### config.mk
export PLATFORM = sky130hd
export DESIGN_NAME = omc_sin
export DESIGN_NICKNAME = d
export VERILOG_FILES = /design/src/rtl/omc_pkg.sv /design/src/rtl/omc_sin.sv
export SDC_FILE = /design/constraint.sdc
export NUM_CORES = 1
export LEC_CHECK = 0
export BUFFER_PORTS_ARGS = -buffer_cell sky130_fd_sc_hd__clkbuf_2
export CORE_MARGIN = 3
export CORE_UTILIZATION = 64
export CTS_BUF_LIST = sky130_fd_sc_hd__clkbuf_4
export DETAILED_ROUTE_END_ITERATION = 8
export MAX_ROUTING_LAYER = met4
export PLACE_DENSITY = 0.87
export SYNTH_ARGS = -nofsm -noshare
export SYNTH_HDL_FRONTEND = slang
export SYNTH_SLANG_ARGS = --single-unit
### constraint.sdc
create_clock -name clk -period 9.2 [get_ports clk]
set_input_delay 1.84 -clock clk [delete_from_list [all_inputs] [get_ports clk]]
set_output_delay 1.84 -clock clk [all_outputs]
set_load 0.005 [all_outputs]
### src/rtl/omc_pkg.sv
// omc_pkg: shared constants, codes and the sine table for the chassis velocity mixer
`default_nettype none

package omc_pkg;

    // percent scale, Q7.8 with 100 percent at 25600
    localparam int PctFull = 25600;

    // angles in 1/45 degree
    localparam int AngFull = 16200;
    localparam int AngHalf = 8100;
    localparam int AngQuad = 4050;

    // divider: quotient bits, dividend and divisor widths
    localparam int QW = 15;
    localparam int NW = 31;
    localparam int DW = 17;
    localparam int Lanes = 3;

    // register stages ahead of the output register
    localparam int PipeStages = 13 + QW;

    typedef enum logic [1:0] {
        MODE_FAIR  = 2'd0,
        MODE_TRANS = 2'd1,
        MODE_ROT   = 2'd2,
        MODE_NONE  = 2'd3
    } mode_t;

    typedef enum logic [1:0] {
        REG_MODE   = 2'd0,
        REG_RPM    = 2'd1,
        REG_ORIGIN = 2'd2
    } reg_idx_t;

    // sine at 5 degree steps, Q2.14, last entry repeated so the slope there is zero
    function automatic logic [14:0] sin_tab(input logic [4:0] idx);
        logic [14:0] r;
        unique case (idx)
            5'd0:    r = 15'd0;
            5'd1:    r = 15'd1428;
            5'd2:    r = 15'd2845;
            5'd3:    r = 15'd4240;
            5'd4:    r = 15'd5604;
            5'd5:    r = 15'd6924;
            5'd6:    r = 15'd8192;
            5'd7:    r = 15'd9397;
            5'd8:    r = 15'd10531;
            5'd9:    r = 15'd11585;
            5'd10:   r = 15'd12551;
            5'd11:   r = 15'd13421;
            5'd12:   r = 15'd14189;
            5'd13:   r = 15'd14849;
            5'd14:   r = 15'd15396;
            5'd15:   r = 15'd15826;
            5'd16:   r = 15'd16135;
            5'd17:   r = 15'd16322;
            default: r = 15'd16384;
        endcase
        return r;
    endfunction

endpackage

`default_nettype wire

### src/rtl/omc_sin.sv
// omc_sin: four-stage sine of an angle in 1/45 degree, Q2.14 out
`default_nettype none

module omc_sin
    import omc_pkg::*;
(
    input  wire logic               clk,
    input  wire logic               en,
    input  wire logic        [13:0] angle,
    output logic signed [15:0]      sin_val
);

    logic [1:0]  quad_next;
    logic [11:0] r_next;
    logic [1:0]  quad1_reg;
    logic [11:0] r1_reg;

    logic [24:0] idx_prod;
    logic [1:0]  quad2_reg;
    logic [11:0] r2_reg;
    logic [4:0]  idx2_reg;

    logic [14:0] base_next;
    logic [14:0] top_val;
    logic [10:0] slope;
    logic [11:0] frac_wide;
    logic [7:0]  frac;
    logic [18:0] p_next;
    logic [1:0]  quad3_reg;
    logic [14:0] base3_reg;
    logic [18:0] p3_reg;

    logic [37:0] q_prod;
    logic [14:0] mag;
    logic signed [15:0] sin_next;
    logic signed [15:0] sin_reg;

    // fold into the first quadrant
    always_comb
    begin
        if (angle < 14'(AngQuad))
        begin
            quad_next = 2'd0;
            r_next    = angle[11:0];
        end
        else if (angle < 14'(AngHalf))
        begin
            quad_next = 2'd1;
            r_next    = 12'(14'(AngHalf) - angle);
        end
        else if (angle < 14'(AngHalf + AngQuad))
        begin
            quad_next = 2'd2;
            r_next    = 12'(angle - 14'(AngHalf));
        end
        else
        begin
            quad_next = 2'd3;
            r_next    = 12'(14'(AngFull) - angle);
        end
    end

    // table index is r / 225 by reciprocal
    assign idx_prod = 25'(r1_reg) * 25'd4661;

    always_comb
    begin
        base_next = sin_tab(idx2_reg);
        top_val   = sin_tab(5'(idx2_reg + 5'd1));
        slope     = 11'(top_val - base_next);
        frac_wide = r2_reg - 12'(idx2_reg * 12'd225);
        frac      = frac_wide[7:0];
        p_next    = 19'(slope) * 19'(frac) + 19'd112;
    end

    // interpolation step divided by 225 by reciprocal
    always_comb
    begin
        q_prod   = 38'(p3_reg) * 38'd298262;
        mag      = base3_reg + 15'(q_prod[36:26]);
        sin_next = quad3_reg[1] ? -$signed({1'b0, mag}) : $signed({1'b0, mag});
    end

    always_ff @(posedge clk)
    begin
        if (en)
        begin
            quad1_reg <= quad_next;
            r1_reg    <= r_next;
            quad2_reg <= quad1_reg;
            r2_reg    <= r1_reg;
            idx2_reg  <= idx_prod[24:20];
            quad3_reg <= quad2_reg;
            base3_reg <= base_next;
            p3_reg    <= p_next;
            sin_reg   <= sin_next;
        end
    end

    assign sin_val = sin_reg;

endmodule

`default_nettype wire

==> impl_results.md <==
* Final Net Count at 2,257
* Grt total ovfl at 0
* Largest area contributor in the netlist: ha_1
* Max FFs per register at 19
* CP max stage delay at 720 ps
* Die X-Extent at 166 um
* All-layer global routing usage at 26.8%
* Setup TNS at 0 ps
* Worst flop-to-flop path endpoint: p3_reg[18]
* DRC Markers at 0
* Yosys cell types at 82
* Synth top area cells: ha_1 (26%), fa_1 (21%), edfxtp_1 (14%)
* EDFF count, synth at 78
* FF-to-FF setup slack at 720 ps
* Die Footprint at 0.0274 mm^2
* Largest net degree at the start of global routing at 68
* Max Slew Vio Count at 0
* R2R depth at 31
* CTS Hold Bufs at 0
* Commonest non-fill, non-tap cell in the layout: inv_1
* Max-cap viol count at 0
* Seq/Total Area, Yosys at 16.2%
* CP Launch Type: flop
* Clock slew at reported path FFs at 160 ps
* Slew Limit Headroom at 11.2%
* CP endpoint kind: flop
* Initial DRC count at 1,004
* Worst r2r src: idx2_reg[0]
* DP HPWL at 29,500 um
* Final Hold Viols at 0
* Max clock buf depth at 2
* F_max at 118 MHz
* Post-CTS Setup Bufs at 0
* Placed insts at 2,045
* Post-Syn Instances at 1,719
* Final setup violation count at 0
* Minimum clock period at 8480 ps
* Worst Hold End: base3_reg[11]
* Initial antenna violation count at 1
* Crit path max fanout at 14
* CTS resizes at 0
* Share of cells above drive strength 1 at 4.32%
* Crit path required time at 9430 ps
* Yosys reg bits at 93
* Hold Path Cell Cnt at 0
* Core area at 0.0247 mm^2
* Die H at 166 um
* Critical path's slowest cell: edfxtp_1
* Hold Path Origin: base_next[11]
* HP Class: flop to flop
* Arr. time, crit path at 8720 ps
* Clock sink total at 93
* Setup CP Type: flop to flop
* Area Growth Syn to Fin at 3.61%
* Clk_skew at 35.4 ps
* Row count at 57
* Net Count, Synth at 2,244
* Routed WL per cell at 17.1 um
* Netlist Area Pre-Place at 0.0163 mm^2
* Ys Warns at 0
* Async SR Flop Fraction at 0%
* I/O Pins at 32
* Most used DFF post-synth: edfxtp_1
* Layout Cells excl Fill at 2,062
* Worst slew pin tran at 1320 ps
* H-tree levels at 3
* TritonRoute pass-1 iters at 8
* Dpl ws at 819 ps
* Share of Yosys cell area claimed by the top area cell type at 25.9%
* Mapped Avg Cell Area at 9.49 um^2
* Vias per cell at 5.94
* Routed Antenna Nets at 0
* Vias in the first global route at 12,811
* Skew-Pair Late Insertion Delay at 490 ps
* CTS Buf Count at 9
* CTS tree: yes
* Setup ws final at 718 ps
* PortBufs at 31
* Clock root buffer: clkbuf_4
* Placer Congestion at 0.952
* Final WL at 35,300 um
* Initial core utilization at 66.1%
* First-pass GRT wire length at 59,800 um
* Most frequent cells in the layout: inv_1 (358), ha_1 (338), fa_1 (171)
* Unrepaired setup endpoints after global routing: no
* Via count at 12,254
* Final worst path period share at 92.2%
* Status: finished clean
-- cells by family (layout without fill, tap and decap cells) --
logic type      after synthesis  after routing  share of synthesized area (%)
other cells                   0              1                              0
xor+xnor                     86             86                           4.62
flops                        93             93                           16.2
fa+ha+maj                   509            509                           46.9
simple gates                340            340                           10.2
mux                          13             13                          0.821
buf+inv                     394            412                           9.21
compound gates              284            284                           12.0
-- synthesized netlist by cell type, drive strengths merged (6+ instances only) --
master,instances
nor2,96
a21o,16
nor2b,14
o211ai,15
inv,359
a211oi,15
xor2,20
or3,6
fa,171
o21a,13
nand4,9
nand2,78
a21oi,65
and2,14
o31ai,12
xnor2,66
dfxtp,15
ha,338
nor3b,6
a31oi,19
edfxtp,78
nor3,32
and3,11
a2111oi,6
buf,11
mux2i,10
clkbuf,23
o22ai,7
nand3,31
o21ai,56
nand2b,21
-- metrics by stage --
stage / hold slack [ps] / cell area, um^2 / util (%)
after floorplan: 386 / 16300 / -
after global placement: 386 / 16800 / 67.9
after detailed placement: 395 / 16800 / 67.9
after CTS: 431 / 16900 / 68.5
after global routing: 447 / 16900 / 68.5
final: 430 / 16900 / 68.5
-- worst max-delay path: cells and delay by family (launching register included) --
family	cells	cell delay (ps)
compound gates	13	2450
xor+xnor	2	640
fa+ha+maj	8	3340
buf+inv	5	480
flops	1	720
simple gates	3	620
-- worst max path at each step --
stage,start,to,slack (ps)
after floorplan,idx2_reg[0],p3_reg[18],1700
after global placement,idx2_reg[0],p3_reg[18],1040
after detailed placement,idx2_reg[0],p3_reg[18],820
after CTS,idx2_reg[0],p3_reg[18],790
after global routing,idx2_reg[1],p3_reg[18],150
final,idx2_reg[0],p3_reg[18],720
-- area by class of cell --
class,count,area [um^2]
clock inverters,7,68.8
fillers,1805,7780
clock buffers,9,67.6
multi-input cells,1232,12200
flip-flops and latches,93,2640
diodes,1,2.50
repair buffers,36,195
inverters,360,1350
well taps,324,405
-- layer usage --
| metal | vias up | wire length [um] | global-route usage, % |
|---|---|---|---|
| li1 | 5823 | - | - |
| met1 | 5929 | 14300 | 32.3 |
| met2 | 400 | 18100 | 46.5 |
| met3 | 102 | 1660 | 3.34 |
| met4 | 0 | 1300 | 9.98 |
| met5 | - | 0 | - |
Power is left out: the tool's default activity adds up to more than one toggle a clock period on the data nets, which glitch-free logic cannot reach.
