==> config.mk <==
export PLATFORM = sky130hd
export DESIGN_NAME = omc_div
export DESIGN_NICKNAME = d
export VERILOG_FILES = /design/src/rtl/omc_pkg.sv /design/src/rtl/omc_div.sv
export SDC_FILE = /design/constraint.sdc
export NUM_CORES = 2
export LEC_CHECK = 0
export BUFFER_PORTS_ARGS = -buffer_cell sky130_fd_sc_hd__buf_2
export CAP_MARGIN = 20
export CORE_MARGIN = 5
export CORE_UTILIZATION = 35
export CTS_BUF_LIST = sky130_fd_sc_hd__clkbuf_4 sky130_fd_sc_hd__clkbuf_8
export CTS_CLUSTER_SIZE = 24
export DETAILED_ROUTE_END_ITERATION = 16
export GPL_TIMING_DRIVEN = 0
export HOLD_SLACK_MARGIN = 0.12
export SLEW_MARGIN = 15
export SYNTH_ARGS = -nofsm -noshare
export SYNTH_HDL_FRONTEND = slang
export SYNTH_SLANG_ARGS = --single-unit
==> constraint.sdc <==
create_clock -name clk -period 4.75 [get_ports clk]
set_input_delay 0.95 -clock clk [delete_from_list [all_inputs] [get_ports clk]]
set_output_delay 0.95 -clock clk [all_outputs]
set_load 0.05 [all_outputs]
==> src/rtl/omc_pkg.sv <==
// omc_pkg: shared constants, codes and the sine table for the chassis velocity mixer
`default_nettype none

package omc_pkg;

    // percent scale, Q7.8 with 100 percent at 25600
    localparam int PctFull = 25600;

    // angles in 1/45 degree
    localparam int AngFull = 16200;
    localparam int AngHalf = 8100;
    localparam int AngQuad = 4050;

    // divider: quotient bits, dividend and divisor widths
    localparam int QW = 15;
    localparam int NW = 31;
    localparam int DW = 17;
    localparam int Lanes = 3;

    // register stages ahead of the output register
    localparam int PipeStages = 13 + QW;

    typedef enum logic [1:0] {
        MODE_FAIR  = 2'd0,
        MODE_TRANS = 2'd1,
        MODE_ROT   = 2'd2,
        MODE_NONE  = 2'd3
    } mode_t;

    typedef enum logic [1:0] {
        REG_MODE   = 2'd0,
        REG_RPM    = 2'd1,
        REG_ORIGIN = 2'd2
    } reg_idx_t;

    // sine at 5 degree steps, Q2.14, last entry repeated so the slope there is zero
    function automatic logic [14:0] sin_tab(input logic [4:0] idx);
        logic [14:0] r;
        unique case (idx)
            5'd0:    r = 15'd0;
            5'd1:    r = 15'd1428;
            5'd2:    r = 15'd2845;
            5'd3:    r = 15'd4240;
            5'd4:    r = 15'd5604;
            5'd5:    r = 15'd6924;
            5'd6:    r = 15'd8192;
            5'd7:    r = 15'd9397;
            5'd8:    r = 15'd10531;
            5'd9:    r = 15'd11585;
            5'd10:   r = 15'd12551;
            5'd11:   r = 15'd13421;
            5'd12:   r = 15'd14189;
            5'd13:   r = 15'd14849;
            5'd14:   r = 15'd15396;
            5'd15:   r = 15'd15826;
            5'd16:   r = 15'd16135;
            5'd17:   r = 15'd16322;
            default: r = 15'd16384;
        endcase
        return r;
    endfunction

endpackage

`default_nettype wire

==> src/rtl/omc_div.sv <==
// omc_div: three-lane restoring divider, one quotient bit per stage, shared divisor
`default_nettype none

module omc_div
    import omc_pkg::*;
(
    input  wire logic          clk,
    input  wire logic          en,
    input  wire logic [NW-1:0] num [Lanes],
    input  wire logic [DW-1:0] den,
    output logic      [QW-1:0] quo [Lanes]
);

    logic [NW-1:0] rem_reg [QW][Lanes];
    logic [QW-1:0] q_reg   [QW][Lanes];
    logic [DW-1:0] den_reg [QW];

    for (genvar j = 0; j < QW; j++)
    begin : g_stage
        localparam int Bit = QW - 1 - j;

        logic [NW-1:0] rem_in [Lanes];
        logic [QW-1:0] q_in   [Lanes];
        logic [DW-1:0] den_in;
        logic [NW-1:0] dsh;

        if (j == 0)
        begin : g_first
            always_comb
            begin
                den_in = den;
                for (int l = 0; l < Lanes; l++)
                begin
                    rem_in[l] = num[l];
                    q_in[l]   = '0;
                end
            end
        end
        else
        begin : g_rest
            always_comb
            begin
                den_in = den_reg[j-1];
                for (int l = 0; l < Lanes; l++)
                begin
                    rem_in[l] = rem_reg[j-1][l];
                    q_in[l]   = q_reg[j-1][l];
                end
            end
        end

        assign dsh = NW'(den_in) << Bit;

        always_ff @(posedge clk)
        begin
            if (en)
            begin
                den_reg[j] <= den_in;
                for (int l = 0; l < Lanes; l++)
                begin
                    if (rem_in[l] >= dsh)
                    begin
                        rem_reg[j][l] <= rem_in[l] - dsh;
                        q_reg[j][l]   <= q_in[l] | (QW'(1) << Bit);
                    end
                    else
                    begin
                        rem_reg[j][l] <= rem_in[l];
                        q_reg[j][l]   <= q_in[l];
                    end
                end
            end
        end
    end

    always_comb
    begin
        for (int l = 0; l < Lanes; l++)
        begin
            quo[l] = q_reg[QW-1][l];
        end
    end

endmodule

`default_nettype wire

==> metrics.md <==
| Metric | Value |
|---|---|
| Number of global-route vias before repair | `between 70000 and 80000` |
| Final period util | `between 90% and 100%` |
| CTS H-tree lvls | `5` |
| CTS sink cnt | `between 1500 and 2000` |
| Post-route ant nets | `0` |
| # nets final | `~11000` |
| Iter 0 DRT Violations | `5423` |
| Min cycle time layout | `about 4.5 ns` |
| Startpoint types | `flip-flop` |
| Clk_skew | `~0.078 ns` |
| Final worst slack | `~0.24 ns` |
| Worst setup EP type | `flip-flop` |
| Synthesized netlist net count | `10700` |
| Dpl ws | `-0.508 ns` |
| Area growth, synth to finish | `13.2%` |
| Clock share of power | `22.2%` |
| Flop pwr share | `39.0%` |
| Detailed Route WL | `between 300000 and 400000 um` |
| DR WL/cell | `23.4 um` |
| Die X | `567 um` |
| Clock Latency Late Sink | `between 1 and 1.5 ns` |
| RD Place Congestion | `roughly 0.98` |
| Chip height | `between 500 and 600 um` |
| Hold Path Class | `in -> reg` |
| Int Pwr | `about 44000 uW` |
| Initial antenna violation count | `13` |
| Worst hold stages | `3` |
| Filler cells | `29700` |
| TritonCTS Buffers | `340` |
| Drt drc | `0` |
| Worst vdd ir | `~230 uV` |
| CTS tree | `yes` |
| Port Buffers | `156` |
| Post-synthesis cell area | `109000 sq um` |
| Tot Pwr | `between 70000 and 80000 uW` |
| Post-synth EDFFs | `1900` |
| Number of flip-flops under the largest register name | `roughly 1300` |
| Die Footprint | `about 320000 sq um` |
| Maximum clock path buffer count | `4` |
| Synth Flop Type | `edfxtp_1` |
| Most Crowded Layer GR | `met2` |
| Gate power share | `between 30 and 40%` |
| First drt pass iteration count | `6` |
| Worst-path clk slew | `roughly 0.06 ns` |
| Synth Instances | `about 10000` |
| Root buf cell | `clkbuf_8` |
| Largest net degree at the start of global routing | `roughly 120` |
| Gr usage total | `20.8%` |
| Measured slew at the worst slew-check pin | `1.09 ns` |
| Crit Path Class | `reg -> reg` |
| Asr flop ratio synth | `0%` |
| Final hold violations | `0` |
| Row count | `about 200` |
| Yosys warning total | `0` |
| DP Wirelength | `roughly 280000 um` |
| Area leader, netlist | `edfxtp_1` |
| First-pass GRT wire length | `just over 500000 um` |
| Worst EP required | `5.54 ns` |
| Via count | `a little under 80000` |
| Fmax | `between 0.2 and 0.25 GHz` |
| Critical-path maximum fanout | `10` |
| Met1 Use GR | `a little over a fifth` |
| Met3 Resource Use GR | `around 2.6%` |
| Status | `complete, no violations` |
| Most numerous cell in the Yosys netlist | `edfxtp_1` |
| Net load switching power | `around 26000 uW` |
| Initial Utilization | `a little over a third` |
| Synth cell types | `roughly 110` |
| Power per cell area | `~570 nW/um^2` |
| CP arrival | `around 5.3 ns` |
| # setup viols final | `0` |
| Max Transition Viols Final | `0` |
| GRT overflow | `0` |
| Leakage | `approximately 0.047 uW` |
| Yosys reg bits | `1900` |
| Top cell type's share of synthesized area | `roughly 52%` |
| Synth top area cells | `edfxtp_1, ha_1, xnor2_1` |
| Core area | `309000 sq um` |
| Routed vias/inst | `around 5.2` |
| Max_slew headroom | `around a quarter` |
| Commonest cells post-synth | `edfxtp_1, nand2_1, ha_1` |
| Post-CTS Setup Inserts | `0` |
| Grt met2 use | `37.9%` |
| Net Sw Frac | `37.1%` |
| Worst reg2reg path depth | `10` |
| Syn Area/Cell | `between 10 and 15 sq um` |
| Max cap viols | `0` |
| RSZ-0062 raised after global routing | `no` |
| Share of cells above drive strength 1 | `between 10% and 20%` |
| Seq/Total Area, Yosys | `roughly 52%` |
| Top Ports | `157` |
path summary, 6_finish.rpt:
check                        from             end  slack (ns)
hold reg to reg     q_reg[1][158]   q_reg[1][203]        0.37
setup / recovery  den_reg[0][120]  rem_reg[1][48]        0.24
hold / removal            num[21]  rem_reg[0][21]        0.27
setup reg to reg  den_reg[0][120]  rem_reg[1][48]        0.24
area by class of cell:
cell class                      count  area (sq um)  area share [%]
Sequential cell                  1900         57100            46.4
Multi-Input combinational cell   7050         48700            39.5
Clock buffer                      431          5370            4.36
Tap cell                         4120          5150            4.19
Timing Repair Buffer              252          2200            1.79
Inverter                          540          2030            1.65
Clock inverter                    173          1490            1.21
Buffer                            254          1090           0.890
Antenna cell                       12          30.0          0.0244
power by group through the flow:
stage	combinational, uW	clock [uW]	sequential, uW
floorplan	20500	0	26100
global placement	26700	0	27800
detailed placement	27000	0	27700
CTS	27200	16100	27400
global route	30300	16900	27800
finish	27300	15600	27400
cells by family (layout without fill, tap and decap cells):
| group | count (synthesis) | after routing | synth area share [%] |
|---|---|---|---|
| simple gates | 2903 | 2903 | 13.3 |
| compound gates | 2398 | 2398 | 13.9 |
| flops | 1900 | 1900 | 52.5 |
| fa+ha+maj | 807 | 807 | 9.58 |
| buf+inv | 794 | 1650 | 2.79 |
| xor+xnor | 769 | 769 | 6.19 |
| mux | 173 | 173 | 1.76 |
| other cells | 0 | 12 | 0 |
routing by layer:
metal	vias up	routed length (um)	part of all wire, %
met5	-	0	0
met4	0	32200	9.3
met3	854	12300	3.6
met2	2128	175000	51
met1	36500	126000	37
li1	37700	-	-
cell usage in the layout, fill, tap and decap left out, types with 114 or more instances in the layout:
cell / count
a21o_1: 304
buf_2: 185
nor3_1: 227
nor2b_1: 126
o21a_1: 114
inv_1: 537
o21ai_0: 635
nor4_1: 133
clkbuf_8: 341
nand4_1: 119
nor2_1: 719
clkbuf_1: 151
nand2_1: 771
edfxtp_1: 1900
nand3_1: 177
nand2b_1: 143
mux2_2: 140
a21oi_1: 695
ha_1: 765
xor2_1: 353
xnor2_1: 416
timing repair:
item | in CTS | in global routing
setup endpoints to repair | 0 | 10
hold buffers | 59 | 0
gates resized for setup | 0 | 3
hold endpoints to repair | 59 | 0
metrics by stage:
step                      util [%]  instance area, sq um  hold slack [ns]  setup TNS [ns]  std cells
after floorplan                  -                109000            0.400               0       9744
after global placement        37.1                115000            0.402               -      14000
after detailed placement      37.4                116000            0.405         -279.81      14100
after CTS                     39.8                123000            0.129               0      14700
after global routing          39.8                123000            0.147               0      14700
final                         39.8                123000            0.267               0      14700
worst max-delay path, cell delays in order, from the launching register on:
cell       delay (ns)
edfxtp_1         0.69
inv_1            0.36
ha_1             0.40
nor2b_1          0.15
o2111ai_1        0.24
a21oi_1          0.13
o21bai_1         0.35
a31oi_1          0.25
a211oi_1         0.73
clkbuf_1         0.51
mux2_2           0.42
No activity file was read; power rests on OpenSTA's default activity.
